## src/hdl/mfcr_pkg.sv

```systemverilog
`default_nettype none

package mfcr_pkg;

   localparam int FRAME_DEPTH_DEFAULT = 65536;

   localparam logic [31:0] PAT_START     = 32'hFFAA_FFAA;
   localparam logic [31:0] PAT_CHUNK_BEG = 32'hFFCC_FFCC;
   localparam logic [31:0] PAT_CHUNK_END = 32'hFFDD_FFDD;

   localparam logic [24:0] IDX_MAX  = 25'h1FF_FFFF;
   localparam logic [15:0] FILL_MAX = 16'hFFFF;
   localparam logic [16:0] MS_MAX   = 17'h1_FFFF;

   localparam logic [15:0] CHUNK_LENGTH_RESET = 16'd240;
   localparam logic [15:0] TIMEOUT_MS_RESET   = 16'd5000;

   localparam logic MODE_TICK = 1'b1;

   localparam logic CSR_CHUNK_LENGTH = 1'b0;
   localparam logic CSR_TIMEOUT_MS   = 1'b1;

   typedef enum logic [1:0] {
      PHASE_IDLE = 2'd0,
      PHASE_SIZE = 2'd1,
      PHASE_DATA = 2'd2
   } phase_type;

   typedef struct packed {
      logic       mode;
      logic [7:0] rx_byte;
   } req_item_type;

   typedef struct packed {
      logic        write_en;
      logic [15:0] write_addr;
      logic [7:0]  write_data;
      logic        send_ack;
      logic        frame_done;
      logic [23:0] frame_length;
      logic        timed_out;
   } rsp_item_type;

   typedef struct packed {
      logic [15:0] chunk_length;
      logic [15:0] timeout_ms;
   } cfg_type;

endpackage

`default_nettype wire

```

## src/hdl/marker_framed_chunk_receiver_unit.sv

```systemverilog
// Each accepted item passes from the input register to the result register; one item
// per cycle while results are taken. Chunk bookkeeping is a single compare-and-update.
// The input register and the result register each hold one item; while a result
// waits, one more item is taken and the input then stalls until the result goes.
// Synchronous active-high reset clears the handshake, the receiver state and
// sets chunk_length to 240 and timeout_ms to 5000.
`default_nettype none

module marker_framed_chunk_receiver_unit import mfcr_pkg::*; #(
   parameter int FRAME_DEPTH = FRAME_DEPTH_DEFAULT
) (
   input  wire logic         clock,
   input  wire logic         reset,
   input  wire logic         req_valid,
   output logic              req_ready,
   input  wire req_item_type req_item,
   output logic              rsp_valid,
   input  wire logic         rsp_ready,
   output rsp_item_type      rsp_item,
   input  wire logic         csr_psel,
   input  wire logic         csr_penable,
   input  wire logic         csr_pwrite,
   input  wire logic [2:0]   csr_paddr,
   input  wire logic [31:0]  csr_pwdata,
   output logic [31:0]       csr_prdata,
   output logic              csr_pready
);

   logic         in_valid_ff;
   req_item_type in_item_ff;
   logic         out_valid_ff;
   rsp_item_type out_item_ff;
   cfg_type      cfg_ff;
   rsp_item_type result;
   logic         out_free;
   logic         step;

   assign out_free  = !out_valid_ff || rsp_ready;
   assign step      = in_valid_ff && out_free;
   assign req_ready = !in_valid_ff || out_free;
   assign rsp_valid = out_valid_ff;
   assign rsp_item  = out_item_ff;

   mfcr_engine #(
      .FRAME_DEPTH(FRAME_DEPTH)
   ) u_engine (
      .clock (clock),
      .reset (reset),
      .step  (step),
      .item  (in_item_ff),
      .cfg   (cfg_ff),
      .result(result)
   );

   always_ff @(posedge clock) begin
      if (reset) begin
         in_valid_ff <= 1'b0;
      end else if (req_ready) begin
         in_valid_ff <= req_valid;
      end
   end

   always_ff @(posedge clock) begin
      if (req_valid && req_ready) begin
         in_item_ff <= req_item;
      end
   end

   always_ff @(posedge clock) begin
      if (reset) begin
         out_valid_ff <= 1'b0;
      end else if (out_free) begin
         out_valid_ff <= step;
      end
   end

   always_ff @(posedge clock) begin
      if (step) begin
         out_item_ff <= result;
      end
   end

   assign csr_pready = 1'b1;

   always_ff @(posedge clock) begin
      if (reset) begin
         cfg_ff.chunk_length <= CHUNK_LENGTH_RESET;
         cfg_ff.timeout_ms   <= TIMEOUT_MS_RESET;
      end else if (csr_psel && csr_penable && csr_pwrite && csr_pready) begin
         case (csr_paddr[2])
            CSR_CHUNK_LENGTH: cfg_ff.chunk_length <= csr_pwdata[15:0];
            CSR_TIMEOUT_MS:   cfg_ff.timeout_ms   <= csr_pwdata[15:0];
            default:          cfg_ff              <= cfg_ff;
         endcase
      end
   end

   always_comb begin
      case (csr_paddr[2])
         CSR_CHUNK_LENGTH: csr_prdata = {16'd0, cfg_ff.chunk_length};
         CSR_TIMEOUT_MS:   csr_prdata = {16'd0, cfg_ff.timeout_ms};
         default:          csr_prdata = 32'd0;
      endcase
   end

   done_with_ack: assert property (@(posedge clock) disable iff (reset)
      rsp_valid && rsp_item.frame_done |-> rsp_item.send_ack && !rsp_item.timed_out)
      else $error("frame done without acknowledge or with timeout");

   stall_holds_input: assert property (@(posedge clock) disable iff (reset)
      !req_ready |-> in_valid_ff && out_valid_ff && !rsp_ready)
      else $error("input stalled with room in the pipeline");

   step_fills_output: assert property (@(posedge clock) disable iff (reset)
      step |=> out_valid_ff)
      else $error("processed item lost");

   reset_empties: assert property (@(posedge clock)
      reset |=> !out_valid_ff && !in_valid_ff)
      else $error("pipeline not empty after reset");

endmodule

`default_nettype wire

```

## src/hdl/mfcr_engine.sv

```systemverilog
`default_nettype none

module mfcr_engine import mfcr_pkg::*; #(
   parameter int FRAME_DEPTH = FRAME_DEPTH_DEFAULT
) (
   input  wire logic         clock,
   input  wire logic         reset,
   input  wire logic         step,
   input  wire req_item_type item,
   input  wire cfg_type      cfg,
   output rsp_item_type      result
);

   localparam logic [25:0] DEPTH_LIMIT = 26'(FRAME_DEPTH);

   phase_type   phase_ff, phase_in;
   logic [31:0] window_ff, window_in;
   logic [1:0]  sizes_ff, sizes_in;
   logic [23:0] expected_ff, expected_in;
   logic [24:0] index_ff, index_in;
   logic [15:0] fill_ff, fill_in;
   logic [16:0] elapsed_ff, elapsed_in;

   logic        is_tick;
   logic        busy;
   logic [16:0] elapsed_inc;
   logic        tick_late;
   logic        chunk_late;
   logic [24:0] index_inc;
   logic [15:0] fill_inc;
   logic        is_start;
   logic        is_beg;
   logic        frame_end;
   logic        chunk_end;
   logic [23:0] size_lane;

   assign is_tick     = (item.mode == MODE_TICK);
   assign busy        = (phase_ff == PHASE_SIZE) || (phase_ff == PHASE_DATA);
   assign elapsed_inc = (elapsed_ff == MS_MAX) ? elapsed_ff : elapsed_ff + 17'd1;
   assign tick_late   = elapsed_inc > {1'b0, cfg.timeout_ms};
   assign chunk_late  = elapsed_ff > {1'b0, cfg.timeout_ms};
   assign index_inc   = (index_ff == IDX_MAX) ? index_ff : index_ff + 25'd1;
   assign fill_inc    = (fill_ff == FILL_MAX) ? fill_ff : fill_ff + 16'd1;
   assign window_in   = is_tick ? window_ff : {window_ff[23:0], item.rx_byte};
   assign is_start    = !is_tick && (window_in == PAT_START);
   assign is_beg      = !is_tick && (window_in == PAT_CHUNK_BEG);
   assign frame_end   = !is_tick && (window_in == PAT_CHUNK_END)
                        && (index_inc == {1'b0, expected_ff} + 25'd4);
   assign chunk_end   = !is_tick && (window_in == PAT_CHUNK_END) && !frame_end
                        && ({1'b0, fill_inc} == {1'b0, cfg.chunk_length} + 17'd4);

   always_comb begin
      case (sizes_ff)
         2'd0:    size_lane = {16'd0, item.rx_byte};
         2'd1:    size_lane = {8'd0, item.rx_byte, 8'd0};
         2'd2:    size_lane = {item.rx_byte, 16'd0};
         default: size_lane = 24'd0;
      endcase
   end

   // next phase
   always_comb begin
      phase_in = phase_ff;
      case (phase_ff)
         PHASE_SIZE: begin
            if (is_tick) begin
               if (tick_late) phase_in = PHASE_IDLE;
            end else if (sizes_ff == 2'd2) begin
               phase_in = PHASE_DATA;
            end
         end
         PHASE_DATA: begin
            if (is_tick) begin
               if (tick_late) phase_in = PHASE_IDLE;
            end else if (!is_beg && (frame_end || (chunk_end && chunk_late))) begin
               phase_in = PHASE_IDLE;
            end
         end
         default: begin
            if (is_start) phase_in = PHASE_SIZE;
         end
      endcase
   end

   // counters and result
   always_comb begin
      sizes_in    = sizes_ff;
      expected_in = expected_ff;
      index_in    = index_ff;
      fill_in     = fill_ff;
      elapsed_in  = elapsed_ff;
      result      = '0;
      if (is_tick) begin
         if (busy) begin
            elapsed_in       = elapsed_inc;
            result.timed_out = tick_late;
         end
      end else begin
         case (phase_ff)
            PHASE_SIZE: begin
               expected_in = expected_ff | size_lane;
               sizes_in    = (sizes_ff == 2'd2) ? 2'd0 : sizes_ff + 2'd1;
            end
            PHASE_DATA: begin
               if (is_beg) begin
                  index_in = (fill_ff > index_ff) ? 25'd0 : index_ff - {9'd0, fill_ff};
                  fill_in  = 16'd0;
               end else begin
                  if ({1'b0, index_ff} < DEPTH_LIMIT) begin
                     result.write_en   = 1'b1;
                     result.write_addr = index_ff[15:0];
                     result.write_data = item.rx_byte;
                  end
                  index_in = index_inc;
                  fill_in  = fill_inc;
                  if (frame_end) begin
                     index_in          = index_inc - 25'd4;
                     result.send_ack   = 1'b1;
                     result.frame_done = 1'b1;
                  end else if (chunk_end) begin
                     index_in         = (index_inc >= 25'd4) ? index_inc - 25'd4 : 25'd0;
                     fill_in          = 16'd0;
                     result.send_ack  = 1'b1;
                     result.timed_out = chunk_late;
                  end
               end
            end
            default: begin
               if (is_start) begin
                  sizes_in    = 2'd0;
                  expected_in = 24'd0;
                  index_in    = 25'd0;
                  fill_in     = 16'd0;
                  elapsed_in  = 17'd0;
               end
            end
         endcase
      end
      result.frame_length = expected_in;
   end

   always_ff @(posedge clock) begin
      if (reset) begin
         phase_ff    <= PHASE_IDLE;
         window_ff   <= '0;
         sizes_ff    <= '0;
         expected_ff <= '0;
         index_ff    <= '0;
         fill_ff     <= '0;
         elapsed_ff  <= '0;
      end else if (step) begin
         phase_ff    <= phase_in;
         window_ff   <= window_in;
         sizes_ff    <= sizes_in;
         expected_ff <= expected_in;
         index_ff    <= index_in;
         fill_ff     <= fill_in;
         elapsed_ff  <= elapsed_in;
      end
   end

   size_count_range: assert property (@(posedge clock) disable iff (reset)
      sizes_ff != 2'd3)
      else $error("size byte count out of range");

   done_leaves_data: assert property (@(posedge clock) disable iff (reset)
      step && result.frame_done |=> phase_ff == PHASE_IDLE)
      else $error("frame end did not return to idle");

   idle_no_write: assert property (@(posedge clock) disable iff (reset)
      phase_ff != PHASE_DATA |-> !result.write_en && !result.send_ack)
      else $error("write or acknowledge outside data phase");

endmodule

`default_nettype wire

```

## config.mk

```make
export PLATFORM = sky130hd
export DESIGN_NAME = marker_framed_chunk_receiver_unit
export DESIGN_NICKNAME = d
export VERILOG_FILES = /design/src/hdl/mfcr_pkg.sv /design/src/hdl/marker_framed_chunk_receiver_unit.sv /design/src/hdl/mfcr_engine.sv
export SDC_FILE = /design/constraint.sdc
export NUM_CORES = 1
export LEC_CHECK = 0
export ABC_AREA = 1
export BUFFER_PORTS_ARGS = -buffer_cell sky130_fd_sc_hd__buf_2
export CAP_MARGIN = 40
export CORE_MARGIN = 8
export CORE_UTILIZATION = 52
export DETAILED_ROUTE_END_ITERATION = 12
export PLACE_DENSITY = 0.71
export SYNTH_ARGS = -nofsm -noshare
export SYNTH_HDL_FRONTEND = slang
export SYNTH_SLANG_ARGS = --single-unit
```

## constraint.sdc

```tcl
create_clock -name clock -period 3.4 [get_ports clock]
set_input_delay 0.68 -clock clock [delete_from_list [all_inputs] [get_ports clock]]
set_output_delay 0.68 -clock clock [all_outputs]
set_load 0.03 [all_outputs]
```

==> summary.md, run 1 <==
| Metric | Value |
|---|---|
| Area contributors post-synth | `dfxtp_1, nand2_1, edfxtp_1` |
| Routed Antenna Nets | `0` |
| Crit start category | `flop` |
| Worst setup path category | `flop to flop` |
| Vias | `16,700` |
| Clock Skew | `21.4 ps` |
| Worst-case clock buffer depth | `3` |
| Final std cells w/o fill | `3,005` |
| Period Utilization, post-route | `between 90% and 100%` |
| First-pass GRT wire length | `81.1 mm` |
| Fin crit period | `about 3300 ps` |
| Die width | `approximately 190 microns` |
| Initial Util | `52.6%` |
| Overflow after GRT | `0` |
| Syn Area/Cell | `6.42 sq um` |
| Number of global-route vias before repair | `15,300` |
| Number of synthesized flops with an enable pin | `61` |
| Antenna Cells | `0` |
| Total Wirelength | `51.7 mm` |
| Commonest cells after routing, fill and taps aside | `nand2_1, inv_1, nor2_1` |
| Largest net degree at the start of global routing | `80` |
| Hold path startpoint | `req_item[7]` |
| DR vias/cell | `5.55` |
| Slew HR | `48.9%` |
| Status | `finished, final reports clean` |
| Total power | `roughly 6 mW` |
| Synthesis Warnings | `0` |
| H-Tree Depth | `1` |
| Max Fclk | `0.307 GHz` |
| Full die area | `about 0.036 sq mm` |
| Worst ir drop on vdd | `0.378 mV` |
| Core Region | `about 0.030 sq mm` |
| Setup ws final | `between 100 and 150 ps` |
| Setup violators final | `0` |
| Final net count | `2,705` |
| CTS buffer count | `26` |
| Pleak | `8.26 nW` |
| Most common cell after layout, fill and taps aside | `nand2_1` |
| Post-synth top flop | `dfxtp_1` |
| Crit path max fanout | `10` |
| Hpwl dp | `between 40 and 50 mm` |
| Clk pin slew, worst setup/hold paths | `60 ps` |
| Slew Limit Fails | `0` |
| Worst r2r src | `u_engine.index_ff[9]$_SDFFE_PP0P_` |
| Placed insts | `2,957` |
| Setup TNS | `0 ps` |
| Num rows | `between 60 and 70` |
| HP Class | `primary input to flop` |
| Slew @ Worst Pin | `767 ps` |
| # IOs | `138` |
| Yosys reg bits | `213` |
| Sequential area share after synthesis | `31.3%` |
| Pwr per Cell Area | `approximately 340 mW/mm^2` |
| Clock Sinks | `213` |
| Worst hold margin | `292 ps` |
| Utilization after layout | `61.4%` |
| Top-area cell type share of the netlist area | `between 10% and 20%` |
| CTS Root Cell | `clkbuf_16` |
| Setup crit end kind | `flop` |
| Initial antenna violation count | `0` |
| Share of post-route cells with drive strength above 1 | `between 10 and 15%` |
| WP data arrival | `3670 ps` |
| Max stage delay on crit path | `500 ps` |
| DRT iter0 DRCs | `around 1,700` |
| Routed len/inst | `17.2 microns` |
| Area leader, netlist | `dfxtp_1` |
| RD Place Congestion | `just over 1` |
| Total Routing Usage GR | `around 28%` |
| Mapped cell area | `roughly 0.016 sq mm` |
| CP bufs+invs | `1` |
| Design Area, Final | `0.0182 sq mm` |
| Worst r2r path cells | `20` |
| Max-Cap Viols | `0` |
| CTS tree | `built` |
| Fin. Hold Viols | `0` |
| Reg2reg setup slack | `140 ps` |
| Crit-path slowest cell | `dfxtp_1` |
| IO buf count | `102` |
| Die Span Y | `189 microns` |
| Syn-to-layout area delta | `16.7%` |
| Placed cell areas | `0.0171 sq mm` |
| Worst Path Required | `3810 ps` |
| CTS Hold Bufs | `0` |
| Cell Chain, Critical Path | `nand2_1 > nor2_2 > nand2_1 > nor2_1 > nand3_1 > nand2_1 > nand2_1 > nand2_1 > nand3_1 > nor2_1 > nand2_1 > nor2_2 > nand2_2 > nand2_4 > nand2_4 > buf_12 > nand3b_1 > nand3_1 > nand2_1 > a21oi_1` |
| Worst-Skew Late Latency | `roughly 560 ps` |
| Crit path top cell by count | `nand2_1` |
| DRC Markers | `0` |
| Synth cell types | `58` |
| Delay-heaviest family, CP | `simple AND/OR/NAND/NOR gates` |
| Mapped Cells | `2,423` |
| Worst hold path endpoint | `in_item_ff[7]$_DFFE_PP_` |
| R2R Path End | `u_engine.index_ff[12]$_SDFFE_PP0P_` |
| Async SR Flop Fraction | `0%` |
| DP Worst Slack | `roughly 22 ps` |
| Worst hold stages | `1` |
| TritonRoute pass-1 iters | `5` |
| RSZ-0062 raised after global routing | `true` |
final cells by class:
class,count,area (sq um)
Fill cell,2864,11400
Clock buffer,36,708
Inverter,300,1130
Multi-Input combinational cell,1827,9300
Sequential cell,213,4890
Timing Repair Buffer,228,1530
Tap cell,390,488
Clock inverter,11,110
metal layers:
metal | track usage (%) | up-vias | part of all wire (%)
li1 | - | 8300 | -
met5 | 0 | - | 0
met1 | 37.9 | 7651 | 45
met3 | 2.89 | 102 | 6.2
met4 | 8.39 | 0 | 3.2
met2 | 45.6 | 632 | 45
logic make-up (layout without fill, tap and decap cells):
group	count (synthesis)	count (layout)	synth area share, %
xor gates and xnor gates	72	72	4.10
and+or+nand+nor	1249	1249	34.4
DFF	213	213	31.3
muxes	1	1	0.0644
other	2	17	0.0483
buffers and inverters	398	575	10.4
adders and majority gates	58	58	4.71
AOI/OAI and AO/OA	430	430	15.0
registers in the layout, summed over array words and instances (netlist names):
name                  count
u_engine.window_ff       32
rsp_item                 52
u_engine.sizes_ff         2
u_engine.fill_ff         16
u_engine.expected_ff     24
u_engine.phase_ff         2
u_engine.elapsed_ff      17
u_engine.index_ff        25
in_item_ff                9
cfg_ff                   32
rsp_valid                 1
in_valid_ff               1
power by group:
| part | switching, mW | internal (mW) |
|---|---|---|
| registers | 0.0686 | 2.71 |
| clock network | 1.13 | 1.54 |
| logic | 0.486 | 0.203 |
| total | 1.69 | 4.45 |
cells in the mapped netlist, types with 6 or more instances:
| master | instances |
|---|---|
| a21oi_1 | 200 |
| a32oi_1 | 8 |
| buf_2 | 18 |
| buf_4 | 19 |
| clkbuf_1 | 54 |
| dfxtp_1 | 152 |
| edfxtp_1 | 61 |
| ha_1 | 57 |
| inv_1 | 291 |
| nand2_1 | 677 |
| nand2_2 | 6 |
| nand3_1 | 178 |
| nand3b_1 | 11 |
| nand4_1 | 62 |
| nor2_1 | 232 |
| nor2_2 | 10 |
| nor3_1 | 39 |
| nor4_1 | 9 |
| o211ai_1 | 14 |
| o21ai_0 | 168 |
| o21ai_1 | 7 |
| or2_2 | 6 |
| xnor2_1 | 17 |
| xor2_1 | 54 |
worst max path at each step:
| stage | startpoint | end | cells after the start |
|---|---|---|---|
| CTS | u_engine.elapsed_ff[7]$_SDFFE_PP0P_ | u_engine.phase_ff[0]$_SDFFE_PP0P_ | 21 |
| detailed placement | u_engine.elapsed_ff[0]$_SDFFE_PP0P_ | u_engine.phase_ff[0]$_SDFFE_PP0P_ | 23 |
| global placement | u_engine.elapsed_ff[0]$_SDFFE_PP0P_ | u_engine.phase_ff[0]$_SDFFE_PP0P_ | 24 |
| global route | u_engine.elapsed_ff[1]$_SDFFE_PP0P_ | u_engine.phase_ff[0]$_SDFFE_PP0P_ | 20 |
| finish | u_engine.index_ff[9]$_SDFFE_PP0P_ | u_engine.index_ff[12]$_SDFFE_PP0P_ | 20 |
| floorplan | rsp_ready | rsp_item[0]$_DFFE_PP_ | 5 |
timing repair:
item | 4_1_cts | 5_1_grt
pin swaps | 0 | 14
endpoints found under the hold margin | 0 | 0
gates cloned | 0 | 0
gates resized for setup | 1 | 67
setup buffers | 0 | 1
endpoints found under the setup margin | 1 | 50
Note: power is estimated with default switching activity, not from simulation.
==> run 2: changes to the inputs <==
--- a/config.mk
+++ b/config.mk
@@ -9,9 +9,9 @@
 export BUFFER_PORTS_ARGS = -buffer_cell sky130_fd_sc_hd__buf_2
 export CAP_MARGIN = 40
 export CORE_MARGIN = 8
-export CORE_UTILIZATION = 52
+export CORE_UTILIZATION = 55
 export DETAILED_ROUTE_END_ITERATION = 12
-export PLACE_DENSITY = 0.71
+export PLACE_DENSITY = 0.75
 export SYNTH_ARGS = -nofsm -noshare
 export SYNTH_HDL_FRONTEND = slang
 export SYNTH_SLANG_ARGS = --single-unit
==> summary.md, run 2 (synthesis results as in run 1) <==
| Metric | Value |
|---|---|
| Worst r2r path cells | `20 (unchanged)` |
| RD Place Congestion | `1.01 (about the same)` |
| Setup TNS | `0 ps (unchanged)` |
| Design Area, Final | `0.0182 sq mm (about the same)` |
| Worst r2r src | `u_engine.index_ff[0]$_SDFFE_PP0P_ (was u_engine.index_ff[9]$_SDFFE_PP0P_)` |
| Sw frac | `27.5% (about the same)` |
| Crit-path slowest cell | `dfxtp_1 (unchanged)` |
| Initial antenna violation count | `0 (unchanged)` |
| Pwr per Cell Area | `342 mW/mm^2 (was 338 mW/mm^2)` |
| Antenna Cells | `0 (unchanged)` |
| RSZ-0062 raised after global routing | `true (unchanged)` |
| Initial Util | `56.0% (was 52.6%)` |
| Utilization after layout | `65.5% (was 61.4%)` |
| Worst setup path category | `flop to flop (unchanged)` |
| Core Region | `0.0278 sq mm (was 0.0296 sq mm)` |
| M1 wire length | `22.8 mm (was 23.3 mm)` |
| Final net count | `2,695 (was 2,705)` |
| DR vias/cell | `5.61 (was 5.55)` |
| Total power | `6.22 mW (was 6.14 mW)` |
| Setup ws final | `172 ps (was 138 ps)` |
| Slew Limit Fails | `0 (unchanged)` |
| Fill cells | `2,594 (was 2,864)` |
| CTS Hold Bufs | `0 (unchanged)` |
| DR WL met2 | `23.6 mm (was 23.5 mm)` |
| CTS Root Cell | `clkbuf_16 (unchanged)` |
| Clock Sinks | `213 (unchanged)` |
| DP Worst Slack | `-97.4 ps (was 21.7 ps)` |
| Syn-to-layout area delta | `16.9% (was 16.7%)` |
| Crit path top cell by count | `nand2_4 (was nand2_1)` |
| Slew @ Worst Pin | `756 ps (was 767 ps)` |
| TritonRoute pass-1 iters | `5 (unchanged)` |
| Overflow after GRT | `0 (unchanged)` |
| Reg area | `0.00489 sq mm (about the same)` |
| Routed Antenna Nets | `0 (unchanged)` |
| Clock Skew | `11.6 ps (was 21.4 ps)` |
| Max Fclk | `0.310 GHz (was 0.307 GHz)` |
| Psw | `1.71 mW (was 1.69 mW)` |
| Commonest cells after routing, fill and taps aside | `nand2_1, inv_1, nor2_1 (unchanged)` |
| Delay-heaviest family, CP | `simple AND/OR/NAND/NOR gates (unchanged)` |
| Clock power frac | `44.4% (was 43.5%)` |
| CTS buffer count | `25 (was 26)` |
| Hpwl dp | `40.3 mm (was 40.5 mm)` |
| Max reg flops | `52 (unchanged)` |
| Num rows | `61 (was 63)` |
| Top Layer Used | `met4 (unchanged)` |
| Setup crit end kind | `flop (unchanged)` |
| Routed len/inst | `17.5 microns (was 17.2 microns)` |
| Pleak | `8.23 nW (was 8.26 nW)` |
| Cell Chain, Critical Path | `ha_4 > nand2_2 > nor2_4 > nand2_4 > nor2_8 > nand2_4 > buf_4 > nand2_4 > xor2_2 > nand3_1 > nor2_1 > nand2_1 > nor2_2 > nand3_2 > nand2_4 > buf_12 > nand3b_1 > nand3_1 > nand2_1 > a21oi_1 (was nand2_1 > nor2_2 > nand2_1 > nor2_1 > nand3_1 > nand2_1 > nand2_1 > nand2_1 > nand3_1 > nor2_1 > nand2_1 > nor2_2 > nand2_2 > nand2_4 > nand2_4 > buf_12 > nand3b_1 > nand3_1 > nand2_1 > a21oi_1)` |
| Slew HR | `49.6% (was 48.9%)` |
| Most common cell after layout, fill and taps aside | `nand2_1 (unchanged)` |
| Number of global-route vias before repair | `15,400 (was 15,300)` |
| Setup violators final | `0 (unchanged)` |
| Clk pin slew, worst setup/hold paths | `60 ps (about the same)` |
| CTS tree | `built (unchanged)` |
| # IOs | `138 (unchanged)` |
| Max-Cap Viols | `0 (unchanged)` |
| H-Tree Depth | `1 (unchanged)` |
| Total Routing Usage GR | `29.8% (was 27.7%)` |
| Worst-case clock buffer depth | `3 (unchanged)` |
| Period Utilization, post-route | `95.0% (was 95.9%)` |
| Hold path startpoint | `req_item[0] (was req_item[7])` |
| Crit path max fanout | `21 (was 10)` |
| R2R Path End | `u_engine.index_ff[12]$_SDFFE_PP0P_ (unchanged)` |
| Reg2reg setup slack | `170 ps (was 140 ps)` |
| Worst-Skew Late Latency | `560 ps (about the same)` |
| Share of post-route cells with drive strength above 1 | `13.9% (was 13.7%)` |
| HP Class | `primary input to flop (unchanged)` |
| WL met3 | `3.55 mm (was 3.22 mm)` |
| Crit start category | `flop (unchanged)` |
| Worst hold path endpoint | `in_item_ff[0]$_DFFE_PP_ (was in_item_ff[7]$_DFFE_PP_)` |
| Placed cell areas | `0.0170 sq mm (was 0.0171 sq mm)` |
| Worst Path Required | `3870 ps (was 3810 ps)` |
| DRC Markers | `0 (unchanged)` |
| IO buf count | `102 (unchanged)` |
| Pint | `4.51 mW (was 4.45 mW)` |
| Worst ir drop on vdd | `0.366 mV (was 0.378 mV)` |
| First-pass GRT wire length | `81.4 mm (was 81.1 mm)` |
| Fin crit period | `3230 ps (was 3260 ps)` |
| Total Wirelength | `52.1 mm (was 51.7 mm)` |
| Comb pwr share | `10.9% (was 11.2%)` |
| Largest net degree at the start of global routing | `81 (was 80)` |
| WP data arrival | `3690 ps (was 3670 ps)` |
| Multi-input gate area | `0.00937 sq mm (was 0.00930 sq mm)` |
| Die width | `184 microns (was 189 microns)` |
| DRT iter0 DRCs | `1,657 (was 1,653)` |
| Die Span Y | `184 microns (was 189 microns)` |
| Reg power frac | `44.7% (was 45.3%)` |
| Fin. Hold Viols | `0 (unchanged)` |
| Max stage delay on crit path | `390 ps (was 500 ps)` |
| Vias | `16,700 (about the same)` |
| Status | `finished, final reports clean (unchanged)` |
| Full die area | `0.0339 sq mm (was 0.0357 sq mm)` |
| Worst hold stages | `1 (unchanged)` |
| Critical path startpoint | `u_engine.index_ff[0]$_SDFFE_PP0P_ (was u_engine.index_ff[9]$_SDFFE_PP0P_)` |
| CP bufs+invs | `2 (was 1)` |
[run 2: per-layer routing]
metal	up-vias	track usage, %
met5	-	0
met4	0	11.3
met3	115	4.39
met2	668	48.2
met1	7684	39.8
li1	8264	-
[run 2: timing repair]
action | CTS | global route
endpoints found under the setup margin | 3 | 46
endpoints found under the hold margin | 0 | 0
resized for setup | 4 | 78
pin swaps | 0 | 17
gates cloned | 0 | 0
setup buffers | 0 | 6
[run 2: how the worst max path moves through the flow]
| stage | endpoint | depth (start not counted) |
|---|---|---|
| after floorplan | rsp_item[0]$_DFFE_PP_ | 5 |
| after CTS | u_engine.phase_ff[0]$_SDFFE_PP0P_ | 22 |
| after global routing | u_engine.phase_ff[0]$_SDFFE_PP0P_ | 22 |
| final | u_engine.index_ff[12]$_SDFFE_PP0P_ | 20 |
| after detailed placement | u_engine.phase_ff[0]$_SDFFE_PP0P_ | 23 |
| after global placement | u_engine.phase_ff[0]$_SDFFE_PP0P_ | 23 |
[run 2: layout make-up]
type                       instances  share of cell area (%)
multi-input combinational       1827                    51.5
tap                              378                    2.60
clock inverter                    14                   0.805
sequential                       213                    26.9
clock buffer                      32                    3.80
timing repair buffer             219                    8.15
inverter                         300                    6.22
[run 2: worst reg2reg max path, delay by kind of cell (launching register included)]
family	cells	cell delay, ps
flops	1	390
simple gates	15	1830
xor+xnor	1	170
compound gates	1	180
buf+inv	2	340
fa+ha+maj	1	230
[run 2: per-stage QoR]
stage / hold slack, ps / cells
after floorplan: 425 / 2438
after global placement: 434 / 2931
after detailed placement: 447 / 2931
after CTS: 284 / 2977
after global routing: 283 / 2983
final: 297 / 2983
[run 2: power groups by stage]
stage	Clock [mW]	Combinational [mW]	Sequential, mW
global route	2.88	0.741	2.79
CTS	2.80	0.658	2.78
detailed placement	0	0.654	2.83
finish	2.76	0.677	2.78
global placement	0	0.645	2.83
floorplan	0	0.403	2.88
==> run 3: changes to the inputs <==
--- a/config.mk
+++ b/config.mk
@@ -12,6 +12,7 @@
 export CORE_UTILIZATION = 55
 export DETAILED_ROUTE_END_ITERATION = 12
 export PLACE_DENSITY = 0.75
+export RECOVER_POWER = 100
 export SYNTH_ARGS = -nofsm -noshare
 export SYNTH_HDL_FRONTEND = slang
 export SYNTH_SLANG_ARGS = --single-unit
==> summary.md, run 3 (synthesis results as in run 1) <==
| Metric | Value |
|---|---|
| Critical path startpoint | `u_engine.elapsed_ff[1]$_SDFFE_PP0P_ (was u_engine.index_ff[0]$_SDFFE_PP0P_)` |
| Routed len/inst | `17.5 microns (about the same)` |
| Clk pin slew, worst setup/hold paths | `60 ps (about the same)` |
| Multi-input gate area | `0.00936 sq mm (was 0.00937 sq mm)` |
| Worst hold margin | `299 ps (was 297 ps)` |
| RSZ-0062 raised after global routing | `true (unchanged)` |
| CTS tree | `built (unchanged)` |
| Crit path max fanout | `3 (was 21)` |
| Max-Cap Viols | `1 (was 0)` |
| Design Area, Final | `0.0181 sq mm (was 0.0182 sq mm)` |
| Overflow after GRT | `0 (unchanged)` |
| Cell Chain, Critical Path | `ha_4 > nand2_4 > nor2_4 > nand3_4 > nor3_4 > nand3_2 > inv_2 > nor2_2 > inv_2 > nor2_4 > xor2_2 > ha_1 > a21o_1 > a221oi_2 > nor2_1 > nor2_1 > nand3_2 > nand2_2 > nand3_2 > o21bai_1 > nand3_1 > a21oi_2 (was ha_4 > nand2_2 > nor2_4 > nand2_4 > nor2_8 > nand2_4 > buf_4 > nand2_4 > xor2_2 > nand3_1 > nor2_1 > nand2_1 > nor2_2 > nand3_2 > nand2_4 > buf_12 > nand3b_1 > nand3_1 > nand2_1 > a21oi_1)` |
| First-pass GRT wire length | `81.4 mm (unchanged)` |
| Failing checks | `max-capacitance violations, max-slew violations` |
| DRT iter0 DRCs | `1,661 (was 1,657)` |
| Crit start category | `flop (unchanged)` |
| RD Place Congestion | `1.01 (unchanged)` |
| Clock Skew | `11.8 ps (was 11.6 ps)` |
| TritonRoute pass-1 iters | `8 (was 5)` |
| Placed insts | `2,931 (unchanged)` |
| Reg area | `0.00489 sq mm (unchanged)` |
| CTS Hold Bufs | `0 (unchanged)` |
| Largest net degree at the start of global routing | `81 (unchanged)` |
| DR vias/cell | `5.63 (was 5.61)` |
| Worst-Skew Late Latency | `560 ps (about the same)` |
| DRC Markers | `0 (unchanged)` |
| Clock Sinks | `213 (unchanged)` |
| Number of global-route vias before repair | `15,400 (unchanged)` |
| Pleak | `8.01 nW (was 8.23 nW)` |
| Period Utilization, post-route | `94.9% (was 95.0%)` |
| WP data arrival | `3710 ps (was 3690 ps)` |
| Total power | `6.20 mW (was 6.22 mW)` |
| Final net count | `2,695 (unchanged)` |
| Max stage delay on crit path | `350 ps (was 390 ps)` |
| Initial Util | `56.0% (unchanged)` |
| Worst ir drop on vdd | `0.381 mV (was 0.366 mV)` |
| Pwr per Cell Area | `344 mW/mm^2 (was 342 mW/mm^2)` |
| IO buf count | `102 (unchanged)` |
| H-Tree Depth | `1 (unchanged)` |
| Final std cells w/o fill | `2,983 (unchanged)` |
| Fin. Hold Viols | `0 (unchanged)` |
| Delay-heaviest family, CP | `simple AND/OR/NAND/NOR gates (unchanged)` |
| Fin crit period | `3230 ps (about the same)` |
| CP bufs+invs | `2 (unchanged)` |
| CTS buffer count | `25 (unchanged)` |
| Setup violators final | `0 (unchanged)` |
| Initial antenna violation count | `0 (unchanged)` |
| Share of post-route cells with drive strength above 1 | `11.0% (was 13.9%)` |
| Slew @ Worst Pin | `1790 ps (was 756 ps)` |
| Fill cells | `2,636 (was 2,594)` |
| Syn-to-layout area delta | `16.1% (was 16.9%)` |
| Vias | `16,800 (was 16,700)` |
| Hpwl dp | `40.3 mm (unchanged)` |
| Commonest cells after routing, fill and taps aside | `nand2_1, inv_1, nor2_1 (unchanged)` |
| Worst setup path category | `flop to flop (unchanged)` |
| Full die area | `0.0339 sq mm (unchanged)` |
| Worst r2r src | `u_engine.elapsed_ff[1]$_SDFFE_PP0P_ (was u_engine.index_ff[0]$_SDFFE_PP0P_)` |
| Antenna Cells | `0 (unchanged)` |
| Slew HR | `-19.0% (was 49.6%)` |
| Status | `finished, violations left (was finished, final reports clean)` |
| Max Fclk | `0.310 GHz (about the same)` |
| Most common cell after layout, fill and taps aside | `nand2_1 (unchanged)` |
| Routed Antenna Nets | `0 (unchanged)` |
| Hold path startpoint | `req_item[0] (unchanged)` |
| # IOs | `138 (unchanged)` |
| Placed cell areas | `0.0170 sq mm (unchanged)` |
| Slew Limit Fails | `78 (was 0)` |
| Die Span Y | `184 microns (unchanged)` |
| Max reg flops | `52 (unchanged)` |
| Core Region | `0.0278 sq mm (unchanged)` |
| Total Routing Usage GR | `29.8% (unchanged)` |
| Setup crit end kind | `flop (unchanged)` |
| Worst Path Required | `3890 ps (was 3870 ps)` |
| Worst-case clock buffer depth | `3 (unchanged)` |
| Crit path top cell by count | `nand3_2 (was nand2_4)` |
| Num rows | `61 (unchanged)` |
| CTS Root Cell | `clkbuf_16 (unchanged)` |
| Die width | `184 microns (unchanged)` |
| Crit-path slowest cell | `dfxtp_2 (was dfxtp_1)` |
| Total Wirelength | `52.1 mm (about the same)` |
| HP Class | `primary input to flop (unchanged)` |
run 3: changes by cell type in the layout (fill, tap and decap cells not counted), moves of 4 or more:
cell      change
clkbuf_2      +4
clkbuf_1     +73
buf_4         -6
buf_2        -71
run 3: power by group:
part | switching (mW) | leakage, nW | total, mW | internal (mW)
logic | 0.485 | 5.79 | 0.662 | 0.177
clock network | 1.15 | 0.416 | 2.76 | 1.61
registers | 0.0718 | 1.80 | 2.78 | 2.71
run 3: final timing paths:
kind,end,slack (ps),depth (start not counted)
min,in_item_ff[0]$_DFFE_PP_,300,1
max reg2reg,u_engine.phase_ff[0]$_SDFFE_PP0P_,170,22
max,u_engine.phase_ff[0]$_SDFFE_PP0P_,170,22
min reg2reg,u_engine.window_ff[30]$_SDFFE_PP0P_,460,2
run 3: final cells by class:
| cell class | count | area share [%] |
|---|---|---|
| Inverter | 300 | 6.27 |
| Clock inverter | 14 | 0.811 |
| Timing Repair Buffer | 219 | 7.55 |
| Clock buffer | 32 | 3.83 |
| Sequential cell | 213 | 27.1 |
| Tap cell | 378 | 2.62 |
| Multi-Input combinational cell | 1827 | 51.8 |
run 3: what timing repair did:
item	4_1_cts	5_1_grt
setup endpoints to repair	3	46
buffers inserted	0	6
gates cloned	0	0
pin swaps	0	17
gates resized for setup	4	78
run 3: worst register-to-register path, cell delays in order (launching register included):
cell and delay (ps):
dfxtp_2 350, ha_4 150, nand2_4 60, nor2_4 140, nand3_4 90, nor3_4 220
nand3_2 110, inv_2 100, nor2_2 50, inv_2 80, nor2_4 50, xor2_2 150
ha_1 350, a21o_1 210, a221oi_2 220, nor2_1 60, nor2_1 120, nand3_2 120
nand2_2 100, nand3_2 60, o21bai_1 140, nand3_1 100, a21oi_2 130
run 3: metrics by stage:
stage	TNS, ps	setup slack [ps]	utilization (%)
after floorplan	0	250	-
after global placement	0	34.8	61.3
after detailed placement	-100	-97.4	61.3
after CTS	0	33.6	64.4
after global routing	-151	-55.6	65.0
final	0	175	65.0
run 3: routing by layer:
metal	part of all wire [%]	up-vias	global-route usage [%]	wire, microns
met5	0	-	0	0
met4	4.1	0	11.3	2130
met3	7.4	120	4.39	3860
met2	45	688	48.2	23600
met1	43	7716	39.8	22500
li1	-	8265	-	-
